File: src/crng_pkg.sv
// ----------------------------------------------------------------------------
// crng_pkg
// Shared constants and types of the combined LCG generator with shuffle table.
// ----------------------------------------------------------------------------
package crng_pkg;

    typedef logic [30:0] word_t;

    // Moduli are 2^31 - 85 and 2^31 - 249, so 2^31 folds back as 85 or 249
    localparam word_t       MOD_A        = 31'd2147483563;
    localparam word_t       MOD_B        = 31'd2147483399;
    localparam logic [15:0] MUL_A        = 16'd40014;
    localparam logic [15:0] MUL_B        = 16'd40692;
    localparam logic [7:0]  FOLD_A       = 8'd85;
    localparam logic [7:0]  FOLD_B       = 8'd249;
    localparam word_t       SEED_B_RESET = 31'd123456789;
    localparam word_t       WRAP_ADD     = 31'd2147483562;

    localparam logic OP_NEXT = 1'b0;
    localparam logic OP_SEED = 1'b1;

    typedef struct packed {
        logic load;   // load both generators with the seed
        logic start;  // begin one modular step
        logic both;   // step the second generator too
    } gen_cmd_t;

    typedef enum logic [4:0] {
        ST_IDLE       = 5'b00001,
        ST_WARM_ISSUE = 5'b00010,
        ST_WARM_WAIT  = 5'b00100,
        ST_STEP       = 5'b01000,
        ST_READ       = 5'b10000
    } state_t;

endpackage

File: src/crng_gen.sv
// ----------------------------------------------------------------------------
// crng_gen
// Both multiplicative generators: multiply, fold by 2^31, reduce.
// ----------------------------------------------------------------------------
module crng_gen
    import crng_pkg::*;
(
    input  logic     clk,
    input  logic     rst_n,
    input  gen_cmd_t cmd,
    input  word_t    seed,
    output logic     done,
    output word_t    g1,
    output word_t    g2
);

    word_t       g1_reg, g1_next;
    word_t       g2_reg, g2_next;
    logic [46:0] prod_a_reg, prod_a_next;
    logic [46:0] prod_b_reg, prod_b_next;
    logic [31:0] fold_a_reg, fold_a_next;
    logic [31:0] fold_b_reg, fold_b_next;
    logic        v1_reg, v2_reg, done_reg;
    logic        both_reg;
    word_t       red_a, red_b;

    always_comb
    begin
        prod_a_next = {16'd0, g1_reg} * {31'd0, MUL_A};
        prod_b_next = {16'd0, g2_reg} * {31'd0, MUL_B};
        fold_a_next = {1'b0, prod_a_reg[30:0]} + {16'd0, prod_a_reg[46:31]} * {24'd0, FOLD_A};
        fold_b_next = {1'b0, prod_b_reg[30:0]} + {16'd0, prod_b_reg[46:31]} * {24'd0, FOLD_B};
        // folded sum stays below twice the modulus
        red_a = (fold_a_reg >= {1'b0, MOD_A}) ? 31'(fold_a_reg - {1'b0, MOD_A})
                                               : fold_a_reg[30:0];
        red_b = (fold_b_reg >= {1'b0, MOD_B}) ? 31'(fold_b_reg - {1'b0, MOD_B})
                                               : fold_b_reg[30:0];
        g1_next = g1_reg;
        g2_next = g2_reg;
        if (cmd.load)
        begin
            g1_next = (seed == '0) ? 31'd1 : seed;
            g2_next = g1_next;
        end
        else if (v2_reg)
        begin
            g1_next = red_a;
            if (both_reg)
            begin
                g2_next = red_b;
            end
        end
    end

    always_ff @(posedge clk or negedge rst_n)
    begin
        if (!rst_n)
        begin
            g1_reg   <= 31'd1;
            g2_reg   <= SEED_B_RESET;
            v1_reg   <= 1'b0;
            v2_reg   <= 1'b0;
            done_reg <= 1'b0;
            both_reg <= 1'b0;
        end
        else
        begin
            g1_reg   <= g1_next;
            g2_reg   <= g2_next;
            v1_reg   <= cmd.start;
            v2_reg   <= v1_reg;
            done_reg <= v2_reg;
            if (cmd.start)
            begin
                both_reg <= cmd.both;
            end
        end
    end

    always_ff @(posedge clk)
    begin
        prod_a_reg <= prod_a_next;
        prod_b_reg <= prod_b_next;
        fold_a_reg <= fold_a_next;
        fold_b_reg <= fold_b_next;
    end

    assign done = done_reg;
    assign g1   = g1_reg;
    assign g2   = g2_reg;

endmodule

File: src/crng_idxdiv.sv
// ----------------------------------------------------------------------------
// crng_idxdiv
// Table index from the last output: reciprocal multiply by the constant.
// ----------------------------------------------------------------------------
module crng_idxdiv
    import crng_pkg::*;
#(
    parameter  int TABLE_DEPTH = 32,
    localparam int IW          = (TABLE_DEPTH > 1) ? $clog2(TABLE_DEPTH) : 1
)
(
    input  logic          clk,
    input  logic          rst_n,
    input  logic          start,
    input  word_t         x,
    output logic          done,
    output logic [IW-1:0] idx
);

    // rounded-up reciprocal: its error times any 31-bit dividend stays below
    // one step of the shift, so the quotient is exact
    localparam longint unsigned DIVISOR = 1 + (64'(MOD_A) - 1) / TABLE_DEPTH;
    localparam int              LOG_D   = $clog2(DIVISOR);
    localparam int              SHIFT   = 31 + LOG_D;
    localparam longint unsigned RECIP   = ((64'd1 << SHIFT) + DIVISOR - 1) / DIVISOR;
    localparam logic [31:0]     RECIP_W = 32'(RECIP);

    word_t       x_reg, x_next;
    logic [62:0] prod_reg, prod_next;
    logic [62:0] quo;
    logic        v_reg, done_reg;

    always_comb
    begin
        x_next    = start ? x : x_reg;
        // hold the product until the next transaction
        prod_next = v_reg ? {32'd0, x_reg} * {31'd0, RECIP_W} : prod_reg;
        quo       = prod_reg >> SHIFT;
    end

    always_ff @(posedge clk or negedge rst_n)
    begin
        if (!rst_n)
        begin
            v_reg    <= 1'b0;
            done_reg <= 1'b0;
        end
        else
        begin
            v_reg    <= start;
            done_reg <= v_reg;
        end
    end

    always_ff @(posedge clk)
    begin
        x_reg    <= x_next;
        prod_reg <= prod_next;
    end

    // guard: clamp to the last entry
    assign idx  = (quo >= 63'(TABLE_DEPTH)) ? IW'(TABLE_DEPTH - 1) : quo[IW-1:0];
    assign done = done_reg;

endmodule

File: src/crng_table.sv
// ----------------------------------------------------------------------------
// crng_table
// Shuffle table: one write port, one registered read port, per-entry valid.
// ----------------------------------------------------------------------------
module crng_table
    import crng_pkg::*;
#(
    parameter  int TABLE_DEPTH = 32,
    localparam int IW          = (TABLE_DEPTH > 1) ? $clog2(TABLE_DEPTH) : 1
)
(
    input  logic          clk,
    input  logic          rst_n,
    input  logic          rd_en,
    input  logic [IW-1:0] rd_addr,
    output word_t         rd_data,
    input  logic          wr_en,
    input  logic [IW-1:0] wr_addr,
    input  word_t         wr_data
);

    word_t                  mem [TABLE_DEPTH];
    word_t                  q_reg;
    logic [TABLE_DEPTH-1:0] vld_reg;
    logic                   rvld_reg;

    always_ff @(posedge clk)
    begin
        if (wr_en)
        begin
            mem[wr_addr] <= wr_data;
        end
        if (rd_en)
        begin
            q_reg <= mem[rd_addr];
        end
    end

    always_ff @(posedge clk or negedge rst_n)
    begin
        if (!rst_n)
        begin
            vld_reg  <= '0;
            rvld_reg <= 1'b0;
        end
        else
        begin
            if (wr_en)
            begin
                vld_reg[wr_addr] <= 1'b1;
            end
            if (rd_en)
            begin
                rvld_reg <= vld_reg[rd_addr];
            end
        end
    end

    // never-written entries read as zero
    assign rd_data = rvld_reg ? q_reg : '0;

endmodule

File: src/combined_lcg_shuffle_rng.sv
// ----------------------------------------------------------------------------
// combined_lcg_shuffle_rng
// Combined two-LCG generator with a Bays-Durham shuffle table.
// ----------------------------------------------------------------------------
//  channel  | signals                    | transfer
//  ---------+----------------------------+----------------------------------
//  request  | start, busy, op, seed_value| start high while busy low
//  result   | done, random_value         | done high one cycle, no backpressure
//
//  A next request strobes its result after the modular multiply, then the
//  table read and write-back; the index multiply runs alongside.
//  A reseed first loads the generators and runs TABLE_DEPTH + 8 warm-up steps,
//  filling the table.
//  Reset empties the table (entries read as zero) and restores the generators.
//  The result strobe may coincide with acceptance of the next request.
// ----------------------------------------------------------------------------
module combined_lcg_shuffle_rng
    import crng_pkg::*;
#(
    parameter int TABLE_DEPTH = 32
)
(
    input  logic  clk,
    input  logic  rst_n,
    input  logic  start,
    output logic  busy,
    input  logic  op,
    input  word_t seed_value,
    output logic  done,
    output word_t random_value
);

    localparam int IW  = (TABLE_DEPTH > 1) ? $clog2(TABLE_DEPTH) : 1;
    localparam int WCW = $clog2(TABLE_DEPTH + 9);

    state_t         state_reg, state_next;
    word_t          last_reg, last_next;
    logic [WCW-1:0] warm_cnt_reg, warm_cnt_next;
    logic [WCW-1:0] warm_idx;
    logic           gen_ok_reg, gen_ok_next;
    logic           div_ok_reg, div_ok_next;
    logic           done_reg, done_next;
    word_t          rv_reg, rv_next;

    gen_cmd_t       gen_cmd;
    logic           gen_done;
    word_t          g1, g2;
    logic           div_start;
    word_t          div_x;
    logic           div_done;
    logic [IW-1:0]  div_idx;
    logic           tbl_re, tbl_we;
    logic [IW-1:0]  tbl_waddr;
    word_t          tbl_rdata, tbl_wdata;
    logic [31:0]    diff, wrapped;

    crng_gen u_gen (
        .clk   (clk),
        .rst_n (rst_n),
        .cmd   (gen_cmd),
        .seed  (seed_value),
        .done  (gen_done),
        .g1    (g1),
        .g2    (g2)
    );

    crng_idxdiv #(.TABLE_DEPTH(TABLE_DEPTH)) u_div (
        .clk   (clk),
        .rst_n (rst_n),
        .start (div_start),
        .x     (div_x),
        .done  (div_done),
        .idx   (div_idx)
    );

    crng_table #(.TABLE_DEPTH(TABLE_DEPTH)) u_tbl (
        .clk     (clk),
        .rst_n   (rst_n),
        .rd_en   (tbl_re),
        .rd_addr (div_idx),
        .rd_data (tbl_rdata),
        .wr_en   (tbl_we),
        .wr_addr (tbl_waddr),
        .wr_data (tbl_wdata)
    );

    assign busy     = (state_reg != ST_IDLE);
    assign warm_idx = warm_cnt_reg - WCW'(1);

    always_comb
    begin
        diff    = {1'b0, tbl_rdata} - {1'b0, g2};
        wrapped = (diff[31] || diff == '0) ? diff + {1'b0, WRAP_ADD} : diff;

        state_next    = state_reg;
        last_next     = last_reg;
        warm_cnt_next = warm_cnt_reg;
        gen_ok_next   = gen_ok_reg;
        div_ok_next   = div_ok_reg;
        done_next     = 1'b0;
        rv_next       = rv_reg;
        gen_cmd       = '0;
        div_start     = 1'b0;
        div_x         = last_reg;
        tbl_re        = 1'b0;
        tbl_we        = 1'b0;
        tbl_waddr     = div_idx;
        tbl_wdata     = g1;

        case (state_reg)
            ST_IDLE:
            begin
                if (start)
                begin
                    if (op == OP_SEED)
                    begin
                        gen_cmd.load  = 1'b1;
                        warm_cnt_next = WCW'(TABLE_DEPTH + 8);
                        state_next    = ST_WARM_ISSUE;
                    end
                    else
                    begin
                        gen_cmd.start = 1'b1;
                        gen_cmd.both  = 1'b1;
                        div_start     = 1'b1;
                        state_next    = ST_STEP;
                    end
                end
            end
            ST_WARM_ISSUE:
            begin
                gen_cmd.start = 1'b1;
                state_next    = ST_WARM_WAIT;
            end
            ST_WARM_WAIT:
            begin
                if (gen_done)
                begin
                    // fill the table on the last TABLE_DEPTH warm-up steps
                    tbl_we        = (warm_cnt_reg <= WCW'(TABLE_DEPTH));
                    tbl_waddr     = warm_idx[IW-1:0];
                    warm_cnt_next = warm_idx;
                    gen_cmd.start = 1'b1;
                    if (warm_cnt_reg == WCW'(1))
                    begin
                        // entry zero is the last output; go on with a plain step
                        last_next    = g1;
                        gen_cmd.both = 1'b1;
                        div_start    = 1'b1;
                        div_x        = g1;
                        state_next   = ST_STEP;
                    end
                end
            end
            ST_STEP:
            begin
                if ((gen_ok_reg || gen_done) && (div_ok_reg || div_done))
                begin
                    tbl_re      = 1'b1;
                    gen_ok_next = 1'b0;
                    div_ok_next = 1'b0;
                    state_next  = ST_READ;
                end
                else
                begin
                    gen_ok_next = gen_ok_reg || gen_done;
                    div_ok_next = div_ok_reg || div_done;
                end
            end
            ST_READ:
            begin
                tbl_we     = 1'b1;
                rv_next    = wrapped[30:0];
                last_next  = wrapped[30:0];
                done_next  = 1'b1;
                state_next = ST_IDLE;
            end
            default:
            begin
                state_next = ST_IDLE;
            end
        endcase
    end

    always_ff @(posedge clk or negedge rst_n)
    begin
        if (!rst_n)
        begin
            state_reg    <= ST_IDLE;
            last_reg     <= '0;
            warm_cnt_reg <= '0;
            gen_ok_reg   <= 1'b0;
            div_ok_reg   <= 1'b0;
            done_reg     <= 1'b0;
        end
        else
        begin
            state_reg    <= state_next;
            last_reg     <= last_next;
            warm_cnt_reg <= warm_cnt_next;
            gen_ok_reg   <= gen_ok_next;
            div_ok_reg   <= div_ok_next;
            done_reg     <= done_next;
        end
    end

    always_ff @(posedge clk)
    begin
        rv_reg <= rv_next;
    end

    assign done         = done_reg;
    assign random_value = rv_reg;

    // a result only follows the table read state
    a_done_after_read: assert property (@(posedge clk) disable iff (!rst_n)
        done |-> $past(state_reg == ST_READ))
        else $error("result strobe without table read");

    // outputs never reach zero after wrapping
    a_value_nonzero: assert property (@(posedge clk) disable iff (!rst_n)
        done |-> random_value != '0)
        else $error("zero random value");

    // the table is only written while a transaction is in progress
    a_write_busy: assert property (@(posedge clk) disable iff (!rst_n)
        tbl_we |-> busy)
        else $error("table write while idle");

    // an accepted transaction always raises busy
    a_accept_busy: assert property (@(posedge clk) disable iff (!rst_n)
        (start && !busy) |=> busy)
        else $error("busy not raised after accept");

endmodule
File: config.mk
export PLATFORM = sky130hd
export DESIGN_NAME = combined_lcg_shuffle_rng
export DESIGN_NICKNAME = d
export VERILOG_FILES = /design/src/crng_pkg.sv /design/src/crng_gen.sv /design/src/crng_idxdiv.sv /design/src/crng_table.sv /design/src/combined_lcg_shuffle_rng.sv
export SDC_FILE = /design/constraint.sdc
export NUM_CORES = 2
export LEC_CHECK = 0
export BUFFER_PORTS_ARGS = -buffer_cell sky130_fd_sc_hd__buf_2
export CAP_MARGIN = 15
export CORE_MARGIN = 2
export CORE_UTILIZATION = 60
export DETAILED_ROUTE_END_ITERATION = 10
export PLACE_DENSITY = 0.81
export SYNTH_ARGS = -nofsm -noshare
export SYNTH_HDL_FRONTEND = slang
export SYNTH_SLANG_ARGS = --single-unit
File: constraint.sdc
create_clock -name clk -period 7 [get_ports clk]
set_input_delay 0.35 -clock clk [delete_from_list [all_inputs] [get_ports clk]]
set_output_delay 0.35 -clock clk [all_outputs]
set_load 0.02 [all_outputs]
### Word level (Yosys, flattened, before mapping)

Memories as Yosys holds them, arrays and structs flattened. A register that Yosys moved wholly into a read port is not among the register bits.
Index checks and enable logic that the tools add are counted.
W data, S select, Z words.

| cells by class | value |
|---|---|
| $mul | 5 |
| shift-type cells | 0 |
| $add $sub $neg | 7 |
| divide/modulo/power cells | 0 |
| multiplexer cells | 52 |
| reduce and logical (&&, ||, !) cells | 14 |
| $lt $le $gt $ge | 7 |
| eq/ne operators | 12 |
| bitwise logic cells | 1 |

Operators by type and width:

| kind | count |
|---|---|
| $mux W31 | 13 |
| $ge A32 B31 Y1 const B | 2 |
| $mul A31 B32 Y63 const B | 1 |
| $pmux W31 S2 | 1 |
| $sub A31 B31 Y31 const B | 2 |
| $mul A31 B15 Y46 const B | 1 |
| $mul A31 B14 Y45 const B | 1 |
| $mux W5 | 7 |
| $add A31 B23 Y32 | 1 |
| $add A31 B24 Y32 | 1 |
| $logic_not A32 Y1 | 1 |
| $or A32 B32 Y32 | 1 |
| $sub A31 B31 Y32 | 1 |
| $add A31 B31 Y31 const B | 1 |
| $logic_not A31 Y1 | 1 |
| $mul A16 B8 Y24 const B | 1 |
| $mul A16 B7 Y23 const B | 1 |
| $pmux W5 S4 | 1 |
| $mux W6 | 3 |
| $mux W1 | 16 |
| $lt A5 B6 Y1 const B | 2 |
| $pmux W6 S2 | 1 |
| $ne A2 B2 Y1 const B | 4 |
| $reduce_and A4 Y1 | 2 |
| 23 further kinds | 32 |

| storage, ports and cells | value |
|---|---|
| output and inout port bits | 33 |
| bits in registers | 426 |
| ROM bits | 0 |
| memories | 1 |
| bits of input ports | 35 |
| RAM bits | 992 |
| word-level logic and storage cells | 122 |
| latch bits | 0 |

Memory list:

| memory | words | bits a word | rd ports | clocked after Yosys merged registers in | wr ports | RTL line | source |
|---|---|---|---|---|---|---|---|
| u_tbl.mem | 32 | 31 | 1 | 1 | 1 | crng_table.sv:22 | `word_t mem [TABLE_DEPTH];` |

### Longest topological paths before layout

| depth | value |
|---|---|
| word-level depth | 9 |
| mapped depth | 24 |
| gate-level depth less buffers | 24 |

### By module

From an unflattened synthesis, not the netlist that was laid out.

| second synthesis, totals | value |
|---|---|
| cell total of the unflattened synthesis | 5722 |
| area total of the unflattened synthesis | 79678.9 um^2 |

By module, submodules not included:

| module | cells each | area each (um^2) | times used | seq. area each (um^2) |
|---|---|---|---|---|
| crng_table | 1628 | 40157.3 | 1 | 31545.3 |
| crng_gen | 2967 | 29084.1 | 1 | 4775.8 |
| combined_lcg_shuffle_rng | 847 | 6926.6 | 1 | 2058.2 |
| crng_idxdiv | 280 | 3510.9 | 1 | 1161.1 |

### Worst setup path after synthesis

No wires, ideal clock.

| timing | value |
|---|---|
| path type | register -> register |
| start point | register u_gen.g1_reg[3] (netlist: u_gen.g1[3]) |
| end point | register u_gen.prod_a_reg[45] |
| required time | 6928 ps |
| cell stages (with the launch flop) | 25 |
| arrival | 6157 ps |
| library setup time | 72 ps |
| path buffers | 0 |
| setup slack | 771 ps |
| period minus slack after synthesis | 6229 ps |
| cell sequence | dfrtp_1 inv_1 fa_1 inv_1 ha_1 inv_1 fa_1 inv_1 fa_1 inv_1 fa_1 fa_1 inv_1 ha_1 a21o_1 a211o_1 o22a_1 nand2_1 a21o_1 o211ai_1 o311a_1 o21ai_0 o221ai_1 a21oi_1 xnor2_1 |

| between the ends | value |
|---|---|
| word-level cells in the longest chain between the ends | 1 |

RTL lines:

| what | RTL line | source |
|---|---|---|
| from (decl) | crng_gen.sv:17 | `word_t g1_reg, g1_next;` |
| from (signal assigned) | crng_gen.sv:68 | `g1_reg <= g1_next;` |
| $mul A31 B15 Y46 | crng_gen.sv:29 | `prod_a_next = {16'd0, g1_reg} * {31'd0, MUL_A};` |
| via u_gen.prod_a_next[45] | crng_gen.sv:19 | `logic [46:0] prod_a_reg, prod_a_next;` |
| to (signal assigned) | crng_gen.sv:82 | `prod_a_reg <= prod_a_next;` |
| to (decl) | crng_gen.sv:19 |  |

The timed path passes the listed nets, and every way through them passes these cells.
A chain may end at the register's enable or synchronous reset.

### Final worst setup path

| timing | value |
|---|---|
| start point | register u_gen.g2_reg[5] (netlist: u_gen.g2[5]) |
| end point | register u_gen.prod_b_reg[46] |

| between the ends | value |
|---|---|
| word-level cells in the longest chain between the ends | 1 |

RTL lines:

| what | RTL line | source |
|---|---|---|
| from (decl) | crng_gen.sv:18 | `word_t g2_reg, g2_next;` |
| from (signal assigned) | crng_gen.sv:69 | `g2_reg <= g2_next;` |
| $mul A31 B14 Y45 | crng_gen.sv:30 | `prod_b_next = {16'd0, g2_reg} * {31'd0, MUL_B};` |
| via u_gen.prod_b_next[46] | crng_gen.sv:20 | `logic [46:0] prod_b_reg, prod_b_next;` |
| to (signal assigned) | crng_gen.sv:83 | `prod_b_reg <= prod_b_next;` |
| to (decl) | crng_gen.sv:20 |  |

The timed path passes the listed nets, and every way through them passes these cells.

==> metrics.yaml <==
die:
  die_w_um: 368
  row_count: 133
  io_pins: 68
  start_util_pct: 60.4
  fp.coreArea_mm2: 0.131
  die_h_um: 368
  die-area_mm2: 0.135
final_layout:
  layout_commonest_cell: "edfxtp_1"
  drive_gt1_share_pct: 14.3
  fin_cells: 7941
  largest_reg_flops: 992
  fillers: 9044
  areaGrowthSynthToFinish_pct: 9.82
  final_cell_mix: "1091 x edfxtp_1, 748 x inv_1, 615 x ha_1, 452 x fa_1, 339 x nand2_1"
  layout.nets: 7167
critical_path:
  cp_num_buf_inv: 2
  cp_max_fo: 9
  worstRegToRegCells: 20
  critPathCaptureType: "flip-flop"
  crit_arrival_ns: 7.26
  crit_chain: "fa_1, fa_1, fa_1, fa_1, fa_1, inv_1, fa_1, inv_1, ha_1, and3_1, and3_1, nor2b_1, nand2_1, a211oi_2, o21ai_0, and4_1, nor3_2, nor2_1, a221oi_1, xor2_1"
  cp_top_family: "adder cells"
  r2r_start: "u_gen.g2[5]"
  slowest_delay_ns: 0.59
  cp-startpoint: "u_gen.g2[5]"
  r2r_end: "u_gen.prod_b_reg[46]"
  required_ns: 7.71
  start_kind: "flip-flop"
  crit_end: "u_gen.prod_b_reg[46]"
  cp_slowest_cell: "fa_1"
  r2r_setup_slack_ns: 0.45
  crit_type: "reg -> reg"
  cp_common_cell: "fa_1"
  cp_num_cells: 20
place:
  gp_congestion: 0.978
  pre_cts_ws_ns: 0.260
  numPortBuffers: 67
  dp_hpwl_um: 142000
  place_inst: 7667
timing:
  max_slew_margin_pct: 22.4
  fmax_mhz: 153
  skew_ns: 0.0463
  tns_ns: 0
  worst_slack_ns: 0.445
  worst_pin_slew_ns: 1.16
  setup-violations-final: 0
  hold_viol: 0
  rsz0062_at_grt: "false"
  finalMaxSlewViolations: 0
  period_share_pct: 93.6
  finalCriticalPeriod_ns: 6.55
synth:
  synth_area_per_cell_um2: 13.4
  synth_edf_count: 1091
  synth_flop_cell: "edfxtp_1"
  ys_warn_count: 0
  syn_area_mm2: 0.0793
  synthArstFlopShare_pct: 10.5
  syn_inst: 5927
  synth-seq-cells: 1392
  ys_types: 84
  yosysSeqAreaShare_pct: 49.9
  syn_nets: 7029
clock_tree:
  clock_sinks: 1392
  path_clk_slew_ns: 0.06
  h-tree-depth: 4
  cts_tree: "yes"
  clockBufferDepth: 3
  cts_root_buf: "clkbuf_16"
  cts_made_buffers: 141
  insertion_delay_ns: 0.80
hold_path:
  worstHoldStart: "seed_value[19]"
  hp-class: "in -> reg"
  hold_path_depth: 3
outcome:
  outcome: "complete, no violations"
detailed_routing:
  wl_per_cell_um: 26.8
  vias: 49349
  drtIter0Drc: 4968
  antenna_left: 0
  dr.pass1.iters: 5
  drcViolationCount: 0
  vias_per_cell: 6.21
  wl_um: 213000
global_route:
  grt_first_pass_wirelength_um: 321000
  grt_pass1_vias: 51056
  grt_usage_pct: 32.1
  grt-ovfl-total: 0
  grt_max_degree: 133
  antenna_found_initial: 22
flow_run:
  drv_cap: 0
## kinds of logic (layout without fill, tap and decap cells)
family / count (synthesis) / after routing / synth area share (%)
compound gates: 833 / 833 / 6.48
buf+inv: 922 / 1172 / 4.38
other cells: 0 / 9 / 0
simple gates: 990 / 990 / 6.02
flops: 1392 / 1392 / 49.9
xor+xnor: 195 / 195 / 2.15
mux: 528 / 528 / 10.0
fa+ha+maj: 1067 / 1067 / 21.1
## worst min-delay path by stage
| stage | slack (ns) | to |
|---|---|---|
| finish | 0.06 | u_gen.g2[19] |
| global route | 0.05 | u_gen.g1[20] |
| CTS | 0.002 | u_gen.g1[18] |
| detailed placement | 0.34 | u_gen.v2_reg |
| global placement | 0.35 | u_gen.v2_reg |
| floorplan | 0.05 | div_ok_reg |
## routing by layer
metal  share of wire (%)  vias to the layer above  global-route usage, %
met5               0.051                        -                      0
met4                 5.2                       18                   14.9
met3                 9.0                      576                   6.91
met2                  48                     2462                   52.1
met1                  38                    24828                   41.5
li1                    -                    21465                      -
## worst min-delay path: cells and delay by family
kind / cells / cell delay (ns)
simple gates: 1 / 0.21
compound gates: 1 / 0.17
buf+inv: 1 / 0.09
## cells in the mapped netlist (10+ instances only)
cell / count / area [um2]
mux2_2: 192 / 2160
o21ai_0: 288 / 1440
mux4_2: 192 / 4320
or3_1: 25 / 156
and2_1: 39 / 244
nor2b_1: 22 / 138
and3_1: 38 / 238
a211oi_1: 24 / 180
o31ai_1: 16 / 120
nand3_1: 71 / 355
xnor2_1: 130 / 1140
a21o_1: 117 / 878
o21a_1: 32 / 240
o211ai_1: 21 / 158
and4_1: 13 / 114
nor4_1: 15 / 93.8
nand2b_1: 33 / 206
nand2_1: 340 / 1280
a211o_1: 10 / 87.6
mux2i_1: 144 / 1440
inv_1: 749 / 2810
nor2_1: 224 / 841
edfxtp_1: 1091 / 32800
buf_1: 23 / 86.3
nand4_1: 39 / 244
or2_2: 50 / 313
dfrtp_1: 128 / 3200
xor2_1: 65 / 569
a31oi_1: 39 / 244
dfxtp_1: 155 / 3100
o21bai_1: 21 / 158
nor3_1: 46 / 230
fa_1: 452 / 9050
ha_1: 615 / 7690
dfstp_2: 18 / 473
clkbuf_1: 145 / 544
a21oi_1: 185 / 926
## through the flow
| stage | utilization (%) | instance area [um2] | hold WS, ns |
|---|---|---|---|
| 5_1_grt | 66.3 | 87100 | 0.0452 |
| 2_1_floorplan | - | 79300 | 0.0544 |
| 6_report | 66.3 | 87100 | 0.0617 |
| 4_1_cts | 66.3 | 87000 | 0.00167 |
| 3_5_place_dp | 62.6 | 82200 | 0.341 |
| 3_3_place_gp | 62.6 | 82200 | 0.347 |
## area by class of cell
class                      count  area, um2  share of cell area, %
clock inverter                79       1010                   1.16
antenna                        9       22.5                 0.0259
inverter                     750       2820                   3.23
multi-input combinational   3613      36600                   42.0
timing repair buffer         167       1180                   1.36
sequential                  1392      39500                   45.4
clock buffer                 176       3740                   4.29
tap                         1755       2200                   2.52
## timing repair
item | in CTS | in global routing
setup endpoints to repair | 0 | 2
hold endpoints to repair | 69 | 0
buffers inserted | 0 | 2
hold buffers | 7 | 0
gates resized for setup | 0 | 4
Power is left out: the tool's default activity adds up to more than one toggle a clock period on the data nets, which glitch-free logic cannot reach.
